`src/sv/pid_pkg.sv`:
```
// Shared types and constants for the priority interrupt dispatcher.
`timescale 1ns / 1ps
package pid_pkg;

   localparam int NUM_VECTORS_DEF = 64;
   localparam int VEC_W           = 6;
   localparam int VEC_SPACE       = 64;
   localparam int GROUP_SIZE      = 8;
   localparam int GROUP_W         = 3;
   localparam int WORD_W          = 16;

   localparam int REQ_DATA_W = 64;
   localparam int REQ_USER_W = 2;
   localparam int RSP_DATA_W = 112;
   localparam int RSP_USER_W = 2;

   localparam logic [WORD_W-1:0] TABLE_BASE  = 16'hffc0;
   localparam logic [WORD_W-1:0] WORD_BYTES  = 16'd2;
   localparam logic [WORD_W-1:0] FRAME_BYTES = 16'd4;
   localparam logic [2:0]        RETI_OPCODE = 3'd6;

   typedef enum logic [1:0] {
      REQ_RAISE    = 2'd0,
      REQ_RETIRED  = 2'd1,
      REQ_DISPATCH = 2'd2,
      REQ_CLEAR    = 2'd3
   } req_kind_type;

   typedef enum logic [1:0] {
      ST_IDLE,
      ST_PICK,
      ST_WRITE
   } ctrl_state_type;

   typedef struct packed {
      logic load;
      logic pick;
      logic commit;
   } dp_cmd_type;

   typedef struct packed {
      logic in_dispatch;
   } dp_status_type;

endpackage

```
`src/sv/pid_ctrl.sv`:
```
// Sequencer: accepts one item, runs the vector search when needed, commits the result.
`timescale 1ns / 1ps
module pid_ctrl (
   input  logic                  clock,
   input  logic                  reset,
   input  logic                  req_tvalid,
   output logic                  req_tready,
   output logic                  rsp_tvalid,
   input  logic                  rsp_tready,
   input  pid_pkg::dp_status_type status,
   output pid_pkg::dp_cmd_type   cmd
);
   import pid_pkg::*;

   ctrl_state_type state_ff, state_in;
   logic           rsp_valid_ff, rsp_valid_in;
   logic           out_free;

   assign out_free = !rsp_valid_ff || rsp_tready;

   always_comb begin
      state_in = state_ff;
      case (state_ff)
         ST_IDLE: begin
            if (req_tvalid) begin
               state_in = status.in_dispatch ? ST_PICK : ST_WRITE;
            end
         end
         ST_PICK: begin
            state_in = ST_WRITE;
         end
         ST_WRITE: begin
            if (out_free) begin
               state_in = ST_IDLE;
            end
         end
         default: begin
            state_in = ST_IDLE;
         end
      endcase
   end

   always_comb begin
      req_tready = 1'b0;
      cmd        = '0;
      case (state_ff)
         ST_IDLE: begin
            req_tready = 1'b1;
            cmd.load   = req_tvalid;
         end
         ST_PICK: begin
            cmd.pick = 1'b1;
         end
         ST_WRITE: begin
            cmd.commit = out_free;
         end
         default: begin
            cmd = '0;
         end
      endcase
   end

   always_comb begin
      if (cmd.commit) begin
         rsp_valid_in = 1'b1;
      end else if (rsp_tready) begin
         rsp_valid_in = 1'b0;
      end else begin
         rsp_valid_in = rsp_valid_ff;
      end
   end

   assign rsp_tvalid = rsp_valid_ff;

   always_ff @(posedge clock) begin
      if (reset) begin
         state_ff     <= ST_IDLE;
         rsp_valid_ff <= 1'b0;
      end else begin
         state_ff     <= state_in;
         rsp_valid_ff <= rsp_valid_in;
      end
   end

endmodule

```
`src/sv/pid_datapath.sv`:
```
// Pending set, in-service record, two-step priority search and result register.
`timescale 1ns / 1ps
module pid_datapath #(
   parameter int NUM_VECTORS = pid_pkg::NUM_VECTORS_DEF
) (
   input  logic                            clock,
   input  logic                            reset,
   input  logic [pid_pkg::REQ_DATA_W-1:0]  req_tdata,
   input  logic [pid_pkg::REQ_USER_W-1:0]  req_tuser,
   output logic [pid_pkg::RSP_DATA_W-1:0]  rsp_tdata,
   output logic [pid_pkg::RSP_USER_W-1:0]  rsp_tuser,
   input  pid_pkg::dp_cmd_type             cmd,
   output pid_pkg::dp_status_type          status
);
   import pid_pkg::*;

   function automatic logic [GROUP_W-1:0] highest8(input logic [GROUP_SIZE-1:0] bits);
      logic [GROUP_W-1:0] idx;
      idx = '0;
      for (int i = 0; i < GROUP_SIZE; i++) begin
         if (bits[i]) begin
            idx = GROUP_W'(i);
         end
      end
      return idx;
   endfunction

   // architectural state
   logic [NUM_VECTORS-1:0] pending_ff, pending_in;
   logic                   in_service_ff, in_service_in;
   logic [VEC_W-1:0]       svc_vec_ff, svc_vec_in;

   // latched item
   req_kind_type           kind_ff;
   logic [VEC_W-1:0]       vector_ff;
   logic                   fmt_one_ff;
   logic [2:0]             opcode_ff;
   logic [WORD_W-1:0]      cur_pc_ff, cur_sp_ff, cur_sr_ff;

   // search registers
   logic [GROUP_W-1:0]     group_ff;
   logic [VEC_W-1:0]       pick_vec_ff;

   // result register
   logic [RSP_DATA_W-1:0]  rsp_data_ff, rsp_data_in;
   logic [RSP_USER_W-1:0]  rsp_user_ff, rsp_user_in;

   logic [VEC_SPACE-1:0]   pending_wide;
   logic [GROUP_SIZE-1:0]  group_or;
   logic [GROUP_SIZE-1:0]  group_bits;
   logic [VEC_SPACE-1:0]   raise_onehot, pick_onehot;

   logic                   dispatched, finished, pending_any;
   logic [VEC_W-1:0]       disp_vec, fin_vec;
   logic [WORD_W-1:0]      pc_addr, pc_data, sr_addr, sr_data, new_sp, table_addr;

   assign status.in_dispatch = (req_kind_type'(req_tuser) == REQ_DISPATCH);

   assign pending_wide = VEC_SPACE'(pending_ff);

   always_comb begin
      for (int g = 0; g < GROUP_SIZE; g++) begin
         group_or[g] = |pending_wide[g*GROUP_SIZE +: GROUP_SIZE];
      end
   end

   assign group_bits   = pending_wide[{group_ff, 3'b000} +: GROUP_SIZE];
   assign raise_onehot = VEC_SPACE'(1) << vector_ff;
   assign pick_onehot  = VEC_SPACE'(1) << pick_vec_ff;

   // effect of the latched item on state and result
   always_comb begin
      pending_in    = pending_ff;
      in_service_in = in_service_ff;
      svc_vec_in    = svc_vec_ff;
      dispatched    = 1'b0;
      finished      = 1'b0;
      disp_vec      = '0;
      fin_vec       = '0;
      pc_addr       = '0;
      pc_data       = '0;
      sr_addr       = '0;
      sr_data       = '0;
      new_sp        = '0;
      table_addr    = '0;
      case (kind_ff)
         REQ_RAISE: begin
            // vectors past the top of the set fall off the truncated one-hot
            pending_in = pending_ff | raise_onehot[NUM_VECTORS-1:0];
         end
         REQ_RETIRED: begin
            if (fmt_one_ff && opcode_ff == RETI_OPCODE && in_service_ff) begin
               finished      = 1'b1;
               fin_vec       = svc_vec_ff;
               in_service_in = 1'b0;
               svc_vec_in    = '0;
            end
         end
         REQ_DISPATCH: begin
            if ((|pending_ff) && !in_service_ff) begin
               dispatched    = 1'b1;
               disp_vec      = pick_vec_ff;
               pending_in    = pending_ff & ~pick_onehot[NUM_VECTORS-1:0];
               pc_addr       = cur_sp_ff - WORD_BYTES;
               pc_data       = cur_pc_ff;
               sr_addr       = cur_sp_ff - FRAME_BYTES;
               sr_data       = cur_sr_ff;
               new_sp        = cur_sp_ff - FRAME_BYTES;
               table_addr    = TABLE_BASE + WORD_W'(pick_vec_ff);
               in_service_in = 1'b1;
               svc_vec_in    = pick_vec_ff;
            end
         end
         REQ_CLEAR: begin
            pending_in = '0;
         end
         default: begin
            pending_in = pending_ff;
         end
      endcase
      pending_any = |pending_in;
   end

   always_comb begin
      rsp_data_in = rsp_data_ff;
      rsp_user_in = rsp_user_ff;
      if (cmd.commit) begin
         rsp_data_in = {3'b000, pending_any, table_addr, new_sp, sr_data, sr_addr,
                        pc_data, pc_addr, fin_vec, disp_vec};
         rsp_user_in = {finished, dispatched};
      end
   end

   assign rsp_tdata = rsp_data_ff;
   assign rsp_tuser = rsp_user_ff;

   always_ff @(posedge clock) begin
      if (reset) begin
         pending_ff    <= '0;
         in_service_ff <= 1'b0;
         svc_vec_ff    <= '0;
      end else if (cmd.commit) begin
         pending_ff    <= pending_in;
         in_service_ff <= in_service_in;
         svc_vec_ff    <= svc_vec_in;
      end
   end

   always_ff @(posedge clock) begin
      if (cmd.load) begin
         kind_ff    <= req_kind_type'(req_tuser);
         vector_ff  <= req_tdata[5:0];
         fmt_one_ff <= req_tdata[6];
         opcode_ff  <= req_tdata[9:7];
         cur_pc_ff  <= req_tdata[25:10];
         cur_sp_ff  <= req_tdata[41:26];
         cur_sr_ff  <= req_tdata[57:42];
         group_ff   <= highest8(group_or);
      end
      if (cmd.pick) begin
         pick_vec_ff <= {group_ff, highest8(group_bits)};
      end
      rsp_data_ff <= rsp_data_in;
      rsp_user_ff <= rsp_user_in;
   end

endmodule

```
`src/sv/priority_interrupt_dispatcher_unit.sv`:
```
// Top level of the priority interrupt dispatcher: sequencer plus datapath.
`timescale 1ns / 1ps
// Tracks pending interrupt vectors and the one interrupt in service. Each item on the
// req_ stream is a raise, a retired instruction (RETI ends the interrupt in service), a
// dispatch attempt or a clear of all pending vectors; each item yields exactly one item on
// the rsp_ stream. A dispatch starts the highest pending vector when none is in service and
// returns the PC and SR stack pushes, the new SP and the vector-table address 0xffc0 plus
// the vector. The block handles one item at a time: raise, retire and clear items pass
// through ST_IDLE, which accepts and latches the item, and ST_WRITE, which loads the result
// into the output register once that register is free; dispatch items also pass through
// ST_PICK between them, the second step of the priority search (first the highest of eight
// groups of eight vectors, then the highest vector inside that group). A new item is taken
// as soon as the previous result is in the output register, even while that result still
// waits on rsp_tready.
module priority_interrupt_dispatcher_unit #(
   parameter int NUM_VECTORS = pid_pkg::NUM_VECTORS_DEF
) (
   input  logic                            clock,
   input  logic                            reset,
   input  logic                            req_tvalid,
   output logic                            req_tready,
   // [5:0] vector, [6] instr_format_one, [9:7] instr_opcode, [25:10] cur_pc,
   // [41:26] cur_sp, [57:42] cur_sr, [63:58] zero
   input  logic [pid_pkg::REQ_DATA_W-1:0]  req_tdata,
   // [1:0] req_type
   input  logic [pid_pkg::REQ_USER_W-1:0]  req_tuser,
   output logic                            rsp_tvalid,
   input  logic                            rsp_tready,
   // [5:0] dispatch_vector, [11:6] finished_vector, [27:12] pc_push_addr,
   // [43:28] pc_push_data, [59:44] sr_push_addr, [75:60] sr_push_data,
   // [91:76] new_sp, [107:92] table_addr, [108] pending_any, [111:109] zero
   output logic [pid_pkg::RSP_DATA_W-1:0]  rsp_tdata,
   // [0] dispatched, [1] finished
   output logic [pid_pkg::RSP_USER_W-1:0]  rsp_tuser
);
   import pid_pkg::*;

   dp_cmd_type    cmd;
   dp_status_type status;

   // sequencer: accept, optional search step, commit into the output register
   pid_ctrl u_ctrl (
      .clock      (clock),
      .reset      (reset),
      .req_tvalid (req_tvalid),
      .req_tready (req_tready),
      .rsp_tvalid (rsp_tvalid),
      .rsp_tready (rsp_tready),
      .status     (status),
      .cmd        (cmd)
   );

   // state, priority search and result formatting
   pid_datapath #(
      .NUM_VECTORS (NUM_VECTORS)
   ) u_datapath (
      .clock     (clock),
      .reset     (reset),
      .req_tdata (req_tdata),
      .req_tuser (req_tuser),
      .rsp_tdata (rsp_tdata),
      .rsp_tuser (rsp_tuser),
      .cmd       (cmd),
      .status    (status)
   );

   // only one item in flight: the cycle after an accept takes no new item
   assert property (@(posedge clock) disable iff (reset)
      (req_tvalid && req_tready) |=> !req_tready)
      else $error("second item accepted while one is in flight");

   // one result never both starts and ends an interrupt
   assert property (@(posedge clock) disable iff (reset)
      rsp_tvalid |-> !(rsp_tuser[0] && rsp_tuser[1]))
      else $error("result both dispatched and finished");

   // a started vector always lies inside the configured set
   assert property (@(posedge clock) disable iff (reset)
      (rsp_tvalid && rsp_tuser[0]) |-> ({1'b0, rsp_tdata[5:0]} < 7'(NUM_VECTORS)))
      else $error("dispatched vector outside the vector set");

   // a command to load the output register only comes with a free output slot
   assert property (@(posedge clock) disable iff (reset)
      cmd.commit |-> (!rsp_tvalid || rsp_tready))
      else $error("result overwritten before it was taken");

endmodule
```
`config.mk`:
```
export PLATFORM = sky130hd
export DESIGN_NAME = priority_interrupt_dispatcher_unit
export DESIGN_NICKNAME = d
export VERILOG_FILES = /design/src/sv/pid_pkg.sv /design/src/sv/pid_ctrl.sv /design/src/sv/pid_datapath.sv /design/src/sv/priority_interrupt_dispatcher_unit.sv
export SDC_FILE = /design/constraint.sdc
export NUM_CORES = 1
export LEC_CHECK = 0
export ABC_AREA = 1
export BUFFER_PORTS_ARGS = -buffer_cell sky130_fd_sc_hd__buf_4
export CORE_ASPECT_RATIO = 1.25
export CORE_MARGIN = 2
export CORE_UTILIZATION = 50
export CTS_BUF_LIST = sky130_fd_sc_hd__clkbuf_8
export DETAILED_ROUTE_END_ITERATION = 8
export PLACE_DENSITY = 0.75
export SYNTH_ARGS = -nofsm -noshare
export SYNTH_HDL_FRONTEND = slang
export SYNTH_SLANG_ARGS = --single-unit
export TNS_END_PERCENT = 100
```
`constraint.sdc`:
```
create_clock -name clock -period 4 [get_ports clock]
set_clock_uncertainty 0.15 [all_clocks]
set_input_delay 0.8 -clock clock [delete_from_list [all_inputs] [get_ports clock]]
set_output_delay 0.8 -clock clock [all_outputs]
set_load 0.02 [all_outputs]
```
==> flow_summary.ini, run 1 <==
[status]
status = finished clean

[route]
via_per_inst = 5.42
detail_route.iter0.violations = 947
vias = 12200
drcViolationCount = 0
ant_nets = 0
first_pass_iters = 7
wire_per_inst_um = 17.2
totalWireLength_mm = 38.6

[sta]
whs_ns = 0.277
hold_violations = 0
fin_crit_sh_pct = 81.9
period_needed_ns = 3.28
rsz0062_at_grt = no
finalMaxSlewViolations = 0
setup_ws_ns = 0.724
setup_violations = 0
finalSetupTns_ns = 0
relSlewSlack_pct = 22.5
tightest_slew_ns = 1.16
max_freq_ghz = 0.305

[cts]
cts_inserted_buffers = 37
cts_num_sinks = 222
cts_root_buffer = clkbuf_8
clk_path_buf_depth = 3
clk_pin_slew_ns = 0.06
clk_latency_ns = 0.55
htreeDepth = 2
cts_resized = 0
cts_tree = done
post_cts_buffers = 0
ctsHoldBuffers = 0

[place]
place.port_buffers = 176
place_hpwl_mm = 26.8
place.gp.congestion = 1.01
place_inst = 2185
placed_cell_area_um2 = 14200
place_ws_ns = 0.787

[worst_setup_path]
crit_cells = 5
crit_required_ns = 4.08
cp_top_family = buffers and inverters
slowest_delay_ns = 0.90
rr_endpoint = u_datapath.rsp_tdata[41]
critPathBufInv = 2
crit_path_start = u_datapath.in_service_ff
critPathKind = reg -> reg
cp-start-kind = flip-flop
reg2reg_slack_ns = 0.72
slowest_stage = clkinv_1
crit_fanout = 69
r2r_cells = 5
cp_data_arrival_time_ns = 3.36
crit_path_end = u_datapath.rsp_tdata[41]
path_cells = clkinv_1, nand2_4, nor2_1, inv_2, nor2_1
crit_path_end_kind = flip-flop
r2r-start = u_datapath.in_service_ff
cpMostUsedCell = nor2_1

[floorplan]
die_area_um2 = 27100
io_pins = 186
start_util_pct = 51.0
die_w_um = 148
rows = 65
die_h_um = 184
coreArea_um2 = 25300

[grt]
antenna_found_initial = 0
grt_pass1_vias = 11200
track_usage_pct = 28.3
grt_pass1_wl_mm = 60.2
grt_max_degree = 135
globalRouteOverflowTotal = 0

[synthesis]
synth.distinct_cells = 38
synthAdderAreaFrac_pct = 0.679
async_flop_share_pct = 0
synth_top_family_by_area = simple AND/OR/NAND/NOR gates
synth_compound_area_share_pct = 13.2
synth-seq-cells = 222
synth_area_um2 = 12900
postSynthCellCount = 1781
syn_area_per_cell_um2 = 7.24
synthMuxAreaShare_pct = 0
synthXorXnorAreaFrac_pct = 0.951
synth_ff_type = edfxtp_1
yosysSeqAreaShare_pct = 46.0
synth_simple_gate_area_share_pct = 27.0
synth-edff-count = 148
synth_warnings = 0

[job]
cap_violations = 0

[final_layout]
final_cells = 2251
drive_gt1_share_pct = 14.2
fin_nets = 1966
antennaDiodeCount = 0
final_area_um2 = 14900
fill_cells = 2280
syn2layout_area_growth_pct = 15.6
final_util_pct = 58.9

[power_and_ir_drop]
p_leak_nw = 6.79
pwr-share-comb_pct = 17.5
power.density_nw_per_um2 = 380
p_switching_mw = 1.73
seq_power_share_pct = 48.0
swShare_pct = 30.6
p_clk_share_pct = 34.5
p_total_mw = 5.66
p_int_mw = 3.93
peakVddDrop_uv = 190

[hold_path]
hp-class = in -> reg
==> power by group through the flow <==
stage,logic [mW],clock network [mW],registers (mW)
finish,0.994,1.95,2.72
global route,1.10,2.09,2.73
CTS,0.983,1.98,2.71
detailed placement,0.979,0,2.76
global placement,0.963,0,2.75
floorplan,0.637,0,2.76
==> sequential cells by signal, indices dropped and copies added (netlist names) <==
register                  count
u_datapath.rsp_tdata         77
u_datapath.group_ff           3
u_ctrl.state_ff               2
u_datapath.svc_vec_ff         6
u_datapath.in_service_ff      1
u_datapath.opcode_ff          3
u_datapath.vector_ff          6
u_datapath.fmt_one_ff         1
u_datapath.rsp_tuser          2
u_datapath.cur_sr_ff         16
u_datapath.pick_vec_ff        6
u_ctrl.rsp_tvalid             1
u_datapath.cur_pc_ff         16
u_datapath.pending_ff        64
u_datapath.kind_ff            2
u_datapath.cur_sp_ff         16
==> how the worst min path moves through the flow <==
stage	start	to	slack, ns	cells past startpoint
floorplan	u_datapath.svc_vec_ff[0]	u_datapath.svc_vec_ff[0]	0.30	2
global placement	u_datapath.svc_vec_ff[5]	u_datapath.svc_vec_ff[5]	0.30	2
detailed placement	u_datapath.svc_vec_ff[5]	u_datapath.svc_vec_ff[5]	0.31	2
CTS	req_tdata[3]	u_datapath.vector_ff[3]	0.26	1
global route	req_tdata[57]	u_datapath.cur_sr_ff[15]	0.27	1
finish	req_tdata[3]	u_datapath.vector_ff[3]	0.28	1
==> layout by cell type (no fill, tap or decap), types with 44 or more instances in the layout <==
cell,Yosys,final
buf_4,35,203
edfxtp_1,148,148
nor2_1,214,213
clkbuf_8,1,44
nand3_1,121,121
dfxtp_1,74,74
nand2_1,446,446
inv_1,220,231
o21ai_0,136,136
a21oi_1,177,177
==> worst reg2reg max path: stages, from the launching register on <==
cell and delay (ns):
dfxtp_1 0.37, clkinv_1 0.90, nand2_4 0.51, nor2_1 0.11, inv_2 0.80, nor2_1 0.14
==> final cells by class <==
cell class	count	area (µm²)	share of cell area, %
Sequential cell	222	5930	39.8
Clock inverter	22	97.6	0.655
Clock buffer	44	606	4.06
Inverter	227	857	5.75
Tap cell	335	419	2.81
Multi-Input combinational cell	1196	5430	36.5
Timing Repair Buffer	205	1560	10.5
==> synthesized netlist by cell type, types with 3 or more instances <==
library cell    n  area [µm²]
clkinv_1        7        26.3
nor3_1         14        70.1
or2_2           4        25.0
edfxtp_1      148        4440
buf_1           6        22.5
buf_2          10        50.1
nand4_1        30         188
o21ai_0       136         681
nor2_1        214         803
nor4_1          3        18.8
ha_1            7        87.6
clkbuf_1       80         300
a21oi_1       177         886
nand2_1       446        1670
inv_1         220         826
buf_6           5        56.3
o21bai_1        6        45.0
dfxtp_1        74        1480
nand3_1       121         606
xor2_1         13         114
buf_4          35         263
==> logic make-up after synthesis <==
family / Yosys count
xor gates and xnor gates: 14
and+or+nand+nor: 842
other: 1
DFF: 222
adders and majority gates: 7
buffers and inverters: 365
AOI/OAI and AO/OA: 330
==> metal layers <==
layer  part of all wire (%)  wire (µm)  track usage [%]  vias to the layer above
met5                      0          0                0                        -
met3                    9.0       3470             4.39                      154
li1                       -          -                -                     5948
met1                     37      14300             33.6                     5424
met4                    6.5       2530             17.1                        0
met2                     47      18300             48.2                      682
(Power assumes the default switching activity.)
==> run 2: changes to the inputs <==
clock period = 2.6 ns   (was 4 ns; I/O delays follow)
==> flow_summary.ini, run 2 (synthesized netlist as in run 1, its figures left out) <==
[final_layout]
drive_gt1_share_pct = 19.6
fin_nets = 2127
final_cells = 2411
largest_reg_flops = 77
syn2layout_area_growth_pct = 27.8
layout_commonest_cell = nand2_1
antennaDiodeCount = 0
final_util_pct = 65.2
fill_cells = 2080
most-common-layout-cells = nand2_1, buf_4, inv_1, nor2_1, a21oi_1

[sta]
setup_ws_ns = -0.0893
hold_violations = 0
finalMaxSlewViolations = 0
period_needed_ns = 2.69
rsz0062_at_grt = yes
setup_violations = 1
fin_crit_sh_pct = 103
tightest_slew_ns = 0.735
relSlewSlack_pct = 51.0
max_freq_ghz = 0.372

[grt]
grt_pass1_wl_mm = 64.4
antenna_found_initial = 0
grt_max_degree = 86
track_usage_pct = 30.1
grt_pass1_vias = 12100
globalRouteOverflowTotal = 0

[worst_setup_path]
r2r_cells = 14
slowest_stage = edfxtp_1
crit_fanout = 4
cp-start-kind = flip-flop
crit_required_ns = 2.73
r2r-start = u_datapath.pick_vec_ff[0]
slowest_delay_ns = 0.42
critPathBufInv = 2
cp_top_family = simple AND/OR/NAND/NOR gates
cpMostUsedCell = nand2_1
crit_path_end_kind = flip-flop
reg2reg_slack_ns = -0.09
critPathKind = reg -> reg
cp_data_arrival_time_ns = 2.82
path_cells = buf_4, nor2_4, buf_6, nand3_4, nor3_4, nand3_1, nand3_1, nand2_1, nand2_1, nand4_1, nor2_2, nand2_1, nor2_1, nand2_2
rr_endpoint = u_datapath.rsp_tdata[108]

[route]
ant_nets = 0
totalWireLength_mm = 41.7
first_pass_iters = 7
wire_per_inst_um = 17.3
via_per_inst = 5.41
vias = 13000
drcViolationCount = 0
detail_route.iter0.violations = 1223

[cts]
htreeDepth = 2
cts_num_sinks = 222
clk_path_buf_depth = 3
cts_tree = done
cts_inserted_buffers = 36
cts_root_buffer = clkbuf_8
clk_pin_slew_ns = 0.07
clk_latency_ns = 0.56

[power_and_ir_drop]
p_leak_nw = 7.60
peakVddDrop_uv = 330
power.density_nw_per_um2 = 537

[hold_path]
worst_hold_path.endpoint = u_datapath.cur_pc_ff[13]
worst_hold_startpoint = req_tdata[23]
hp-class = in -> reg
hold_depth = 1

[floorplan]
die_h_um = 184
start_util_pct = 51.0
rows = 65
die_w_um = 148
coreArea_um2 = 25300
die_area_um2 = 27100
io_pins = 186

[place]
place.gp.congestion = 1.03
place_hpwl_mm = 28.1
place_ws_ns = -0.0524
place_inst = 2291
place.port_buffers = 176

[status]
violations = negative setup slack
status = complete, but fails checks

[job]
cap_violations = 0
## run 2: worst max-delay path by stage
stage / slack (ns) / cells past startpoint / startpoint / to
global route: -0.09 / 14 / u_datapath.pick_vec_ff[0] / u_datapath.rsp_tdata[108]
global placement: -0.07 / 14 / u_datapath.pick_vec_ff[1] / u_datapath.rsp_tdata[108]
CTS: 0.04 / 14 / u_datapath.pick_vec_ff[1] / u_datapath.rsp_tdata[108]
finish: -0.09 / 14 / u_datapath.pick_vec_ff[0] / u_datapath.rsp_tdata[108]
detailed placement: -0.05 / 14 / u_datapath.pick_vec_ff[1] / u_datapath.rsp_tdata[108]
floorplan: 0.28 / 6 / rsp_tready / u_datapath.rsp_tdata[106]
## run 2: timing repair
action	4_1_cts	5_1_grt
setup endpoints to repair	1	5
hold buffers	47	2
pin swaps	0	20
buffers inserted	0	7
endpoints found under the hold margin	47	2
gates resized for setup	4	27
gates cloned	0	0
## run 2: report_power, final
part / switching [mW] / internal (mW)
Clock: 1.46 / 1.39
Sequential: 0.134 / 4.00
Combinational: 1.15 / 0.727
## run 2: layer usage
layer,GRT usage [%],up-vias,part of all wire (%)
met5,0,-,0
met4,18.2,0,6.6
met3,4.39,169,8.8
met2,51.7,737,48
met1,35.7,5852,37
li1,-,6276,-
## run 2: final cells by class
cell class / instances / area, µm² / share of cell area (%)
Inverter: 227 / 865 / 5.25
Multi-Input combinational cell: 1196 / 5510 / 33.4
Tap cell: 335 / 419 / 2.54
Sequential cell: 222 / 5930 / 36.0
Clock inverter: 25 / 106 / 0.645
Clock buffer: 39 / 537 / 3.26
Timing Repair Buffer: 367 / 3120 / 18.9
## run 2: worst register-to-register path: stages (launching register included)
cell and delay [ns]:
edfxtp_1 0.42, buf_4 0.17, nor2_4 0.22, buf_6 0.14, nand3_4 0.09, nor3_4 0.23, nand3_1 0.09, nand3_1 0.08
nand2_1 0.05, nand2_1 0.08, nand4_1 0.22, nor2_2 0.19, nand2_1 0.07, nor2_1 0.13, nand2_2 0.09
## run 2: through the flow
step                      hold slack (ns)  total power [mW]  instance area [µm²]  setup TNS [ns]
after detailed placement            0.308              5.94                15200         -0.0524
final                              0.0111              8.86                16500         -0.0893
after CTS                        0.000451              8.81                16300               0
after global routing              0.00152              9.22                16500         -0.0903
after global placement              0.303              5.91                15200         -0.0689
after floorplan                     0.295              5.23                12900               0
==> run 3: changes to the inputs <==
--- a/config.mk
+++ b/config.mk
@@ -11,5 +11,4 @@
 export CORE_MARGIN = 2
 export CORE_UTILIZATION = 50
-export CTS_BUF_LIST = sky130_fd_sc_hd__clkbuf_8
 export DETAILED_ROUTE_END_ITERATION = 8
 export PLACE_DENSITY = 0.75
==> constraint.sdc (replaced) <==
create_clock -name clock -period 2.6 [get_ports clock]
set_clock_uncertainty 0.15 [all_clocks]
set_input_delay 0.13 -clock clock [delete_from_list [all_inputs] [get_ports clock]]
set_output_delay 0.13 -clock clock [all_outputs]
set_load 0.02 [all_outputs]
==> flow_summary.ini, run 3 (synthesized netlist as in run 1, its figures left out) <==
[hold_path]
hp-class = in -> reg
worst_hold_startpoint = req_tdata[51]
worst_hold_path.endpoint = u_datapath.cur_sr_ff[9]
hold_depth = 2

[power_and_ir_drop]
p_total_mw = 9.66
power.density_nw_per_um2 = 566
peakVddDrop_uv = 475
p_leak_nw = 7.78

[cts]
clk_pin_slew_ns = 0.07
clk_path_buf_depth = 3
cts_tree = done
cts_num_sinks = 222
htreeDepth = 1
cts_root_buffer = clkbuf_16
clk_latency_ns = 0.52
cts_inserted_buffers = 24

[worst_setup_path]
slowest_delay_ns = 0.41
cp_data_arrival_time_ns = 2.69
crit_required_ns = 2.71
reg2reg_slack_ns = 0.01
crit_path_end_kind = flip-flop
rr_endpoint = u_datapath.rsp_tdata[108]
cpMostUsedCell = nand2_1
cp-start-kind = flip-flop
crit_fanout = 3
critPathKind = reg -> reg
r2r-start = u_datapath.pick_vec_ff[0]
r2r_cells = 15
path_cells = buf_6, nor2_4, buf_6, nand4_1, or2_1, o21bai_4, nand2_1, nand2_2, nand2_2, inv_2, nand2_4, nor2_2, nand2_1, nor2_2, nand2_1
slowest_stage = edfxtp_1

[final_layout]
antennaDiodeCount = 0
fin_nets = 2140
layout_commonest_cell = nand2_1
final_area_um2 = 17100
most-common-layout-cells = nand2_1, buf_4, inv_1, nor2_1, a21oi_1
fill_cells = 2000
syn2layout_area_growth_pct = 32.5
drive_gt1_share_pct = 21.1
multiInputGateArea_um2 = 5600
regArea_um2 = 5950
largest_reg_flops = 77

[sta]
setup_violations = 0
setup_ws_ns = 0.0132
max_freq_ghz = 0.387
finalSetupTns_ns = 0
period_needed_ns = 2.59
fin_crit_sh_pct = 99.5
tightest_slew_ns = 0.777
relSlewSlack_pct = 47.7
finalMaxSlewViolations = 0
whs_ns = 0.170
hold_violations = 0

[floorplan]
rows = 65
io_pins = 186
die_w_um = 148
die_area_um2 = 27100
coreArea_um2 = 25300
start_util_pct = 51.0
die_h_um = 184

[grt]
globalRouteOverflowTotal = 0
track_usage_pct = 32.0
grt_pass1_vias = 12600
grt_max_degree = 126
antenna_found_initial = 0
grt_pass1_wl_mm = 68.4

[status]
status = finished clean

[route]
wire_per_inst_um = 18.6
first_pass_iters = 6
via_per_inst = 5.54
vias = 13400
totalWireLength_mm = 44.8
drcViolationCount = 0
detail_route.iter0.violations = 1277
ant_nets = 0

[job]
cap_violations = 0

[place]
place_hpwl_mm = 28.8
place_ws_ns = -0.0746
place.port_buffers = 176
placed_cell_area_um2 = 15200
place.gp.congestion = 1.00
## run 3: cell count changes in the layout (fill, tap and decap cells not counted), sizes merged
| cell | previous run | this run |
|---|---|---|
| buf | 318 | 323 |
| bufinv | 0 | 2 |
| clkbuf | 39 | 34 |
| clkinv | 13 | 11 |
| clkinvlp | 3 | 1 |
| dlygate4sd3 | 49 | 65 |
| inv | 236 | 226 |
## run 3: repair_timing
item,4_1_cts,5_1_grt
endpoints found under the hold margin,79,0
hold buffers,65,0
buffers inserted,4,15
pin swaps,3,40
cloned,0,4
resized for setup,2,75
endpoints found under the setup margin,1,52
## run 3: per-stage QoR
stage | std cells | utilization, %
6_report | 2415 | 67.5
4_1_cts | 2397 | 65.8
5_1_grt | 2415 | 67.5
3_5_place_dp | 2285 | 59.9
3_3_place_gp | 2285 | 59.9
2_1_floorplan | 1783 | -
## run 3: layout make-up
type / count / area share, %
Clock buffer: 30 / 3.89
Clock inverter: 13 / 0.828
Inverter: 227 / 5.05
Multi-Input combinational cell: 1196 / 32.8
Sequential cell: 222 / 34.8
Tap cell: 335 / 2.45
Timing Repair Buffer: 392 / 20.1
## run 3: worst max path at each step
| stage | to | cells past startpoint | from | slack, ns |
|---|---|---|---|---|
| global route | u_datapath.rsp_tdata[108] | 19 | u_datapath.pending_ff[50] | -0.04 |
| CTS | u_datapath.rsp_tdata[108] | 15 | u_datapath.pick_vec_ff[1] | 0.01 |
| detailed placement | u_datapath.rsp_tdata[108] | 15 | u_datapath.pick_vec_ff[1] | -0.07 |
| global placement | u_datapath.rsp_tdata[108] | 15 | u_datapath.pick_vec_ff[1] | -0.09 |
| finish | u_datapath.rsp_tdata[108] | 15 | u_datapath.pick_vec_ff[0] | 0.01 |
| floorplan | u_datapath.rsp_tdata[106] | 7 | u_ctrl.rsp_tvalid | 0.37 |
## run 3: worst max-delay path, delay by kind of cell, from the launching register on
family	cells	cell delay, ns
AND/OR/NAND/NOR	11	1.31
buffers and inverters	3	0.33
AO/OA/AOI/OAI	1	0.12
flip-flops	1	0.41
## run 3: metal layers
metal / wire length [µm] / share of wire [%] / global-route usage (%) / up-vias
met4: 2980 / 6.6 / 18.8 / 0
li1: - / - / - / 6303
met3: 3760 / 8.4 / 3.77 / 174
met5: 0 / 0 / 0 / -
met1: 16500 / 37 / 38.1 / 6097
met2: 21600 / 48 / 55.6 / 794
## run 3: report_power, final
part	switching (mW)	internal, mW	leakage (nW)
registers	0.139	4.00	2.04
clock network	1.50	2.04	0.396
logic	1.21	0.777	5.34
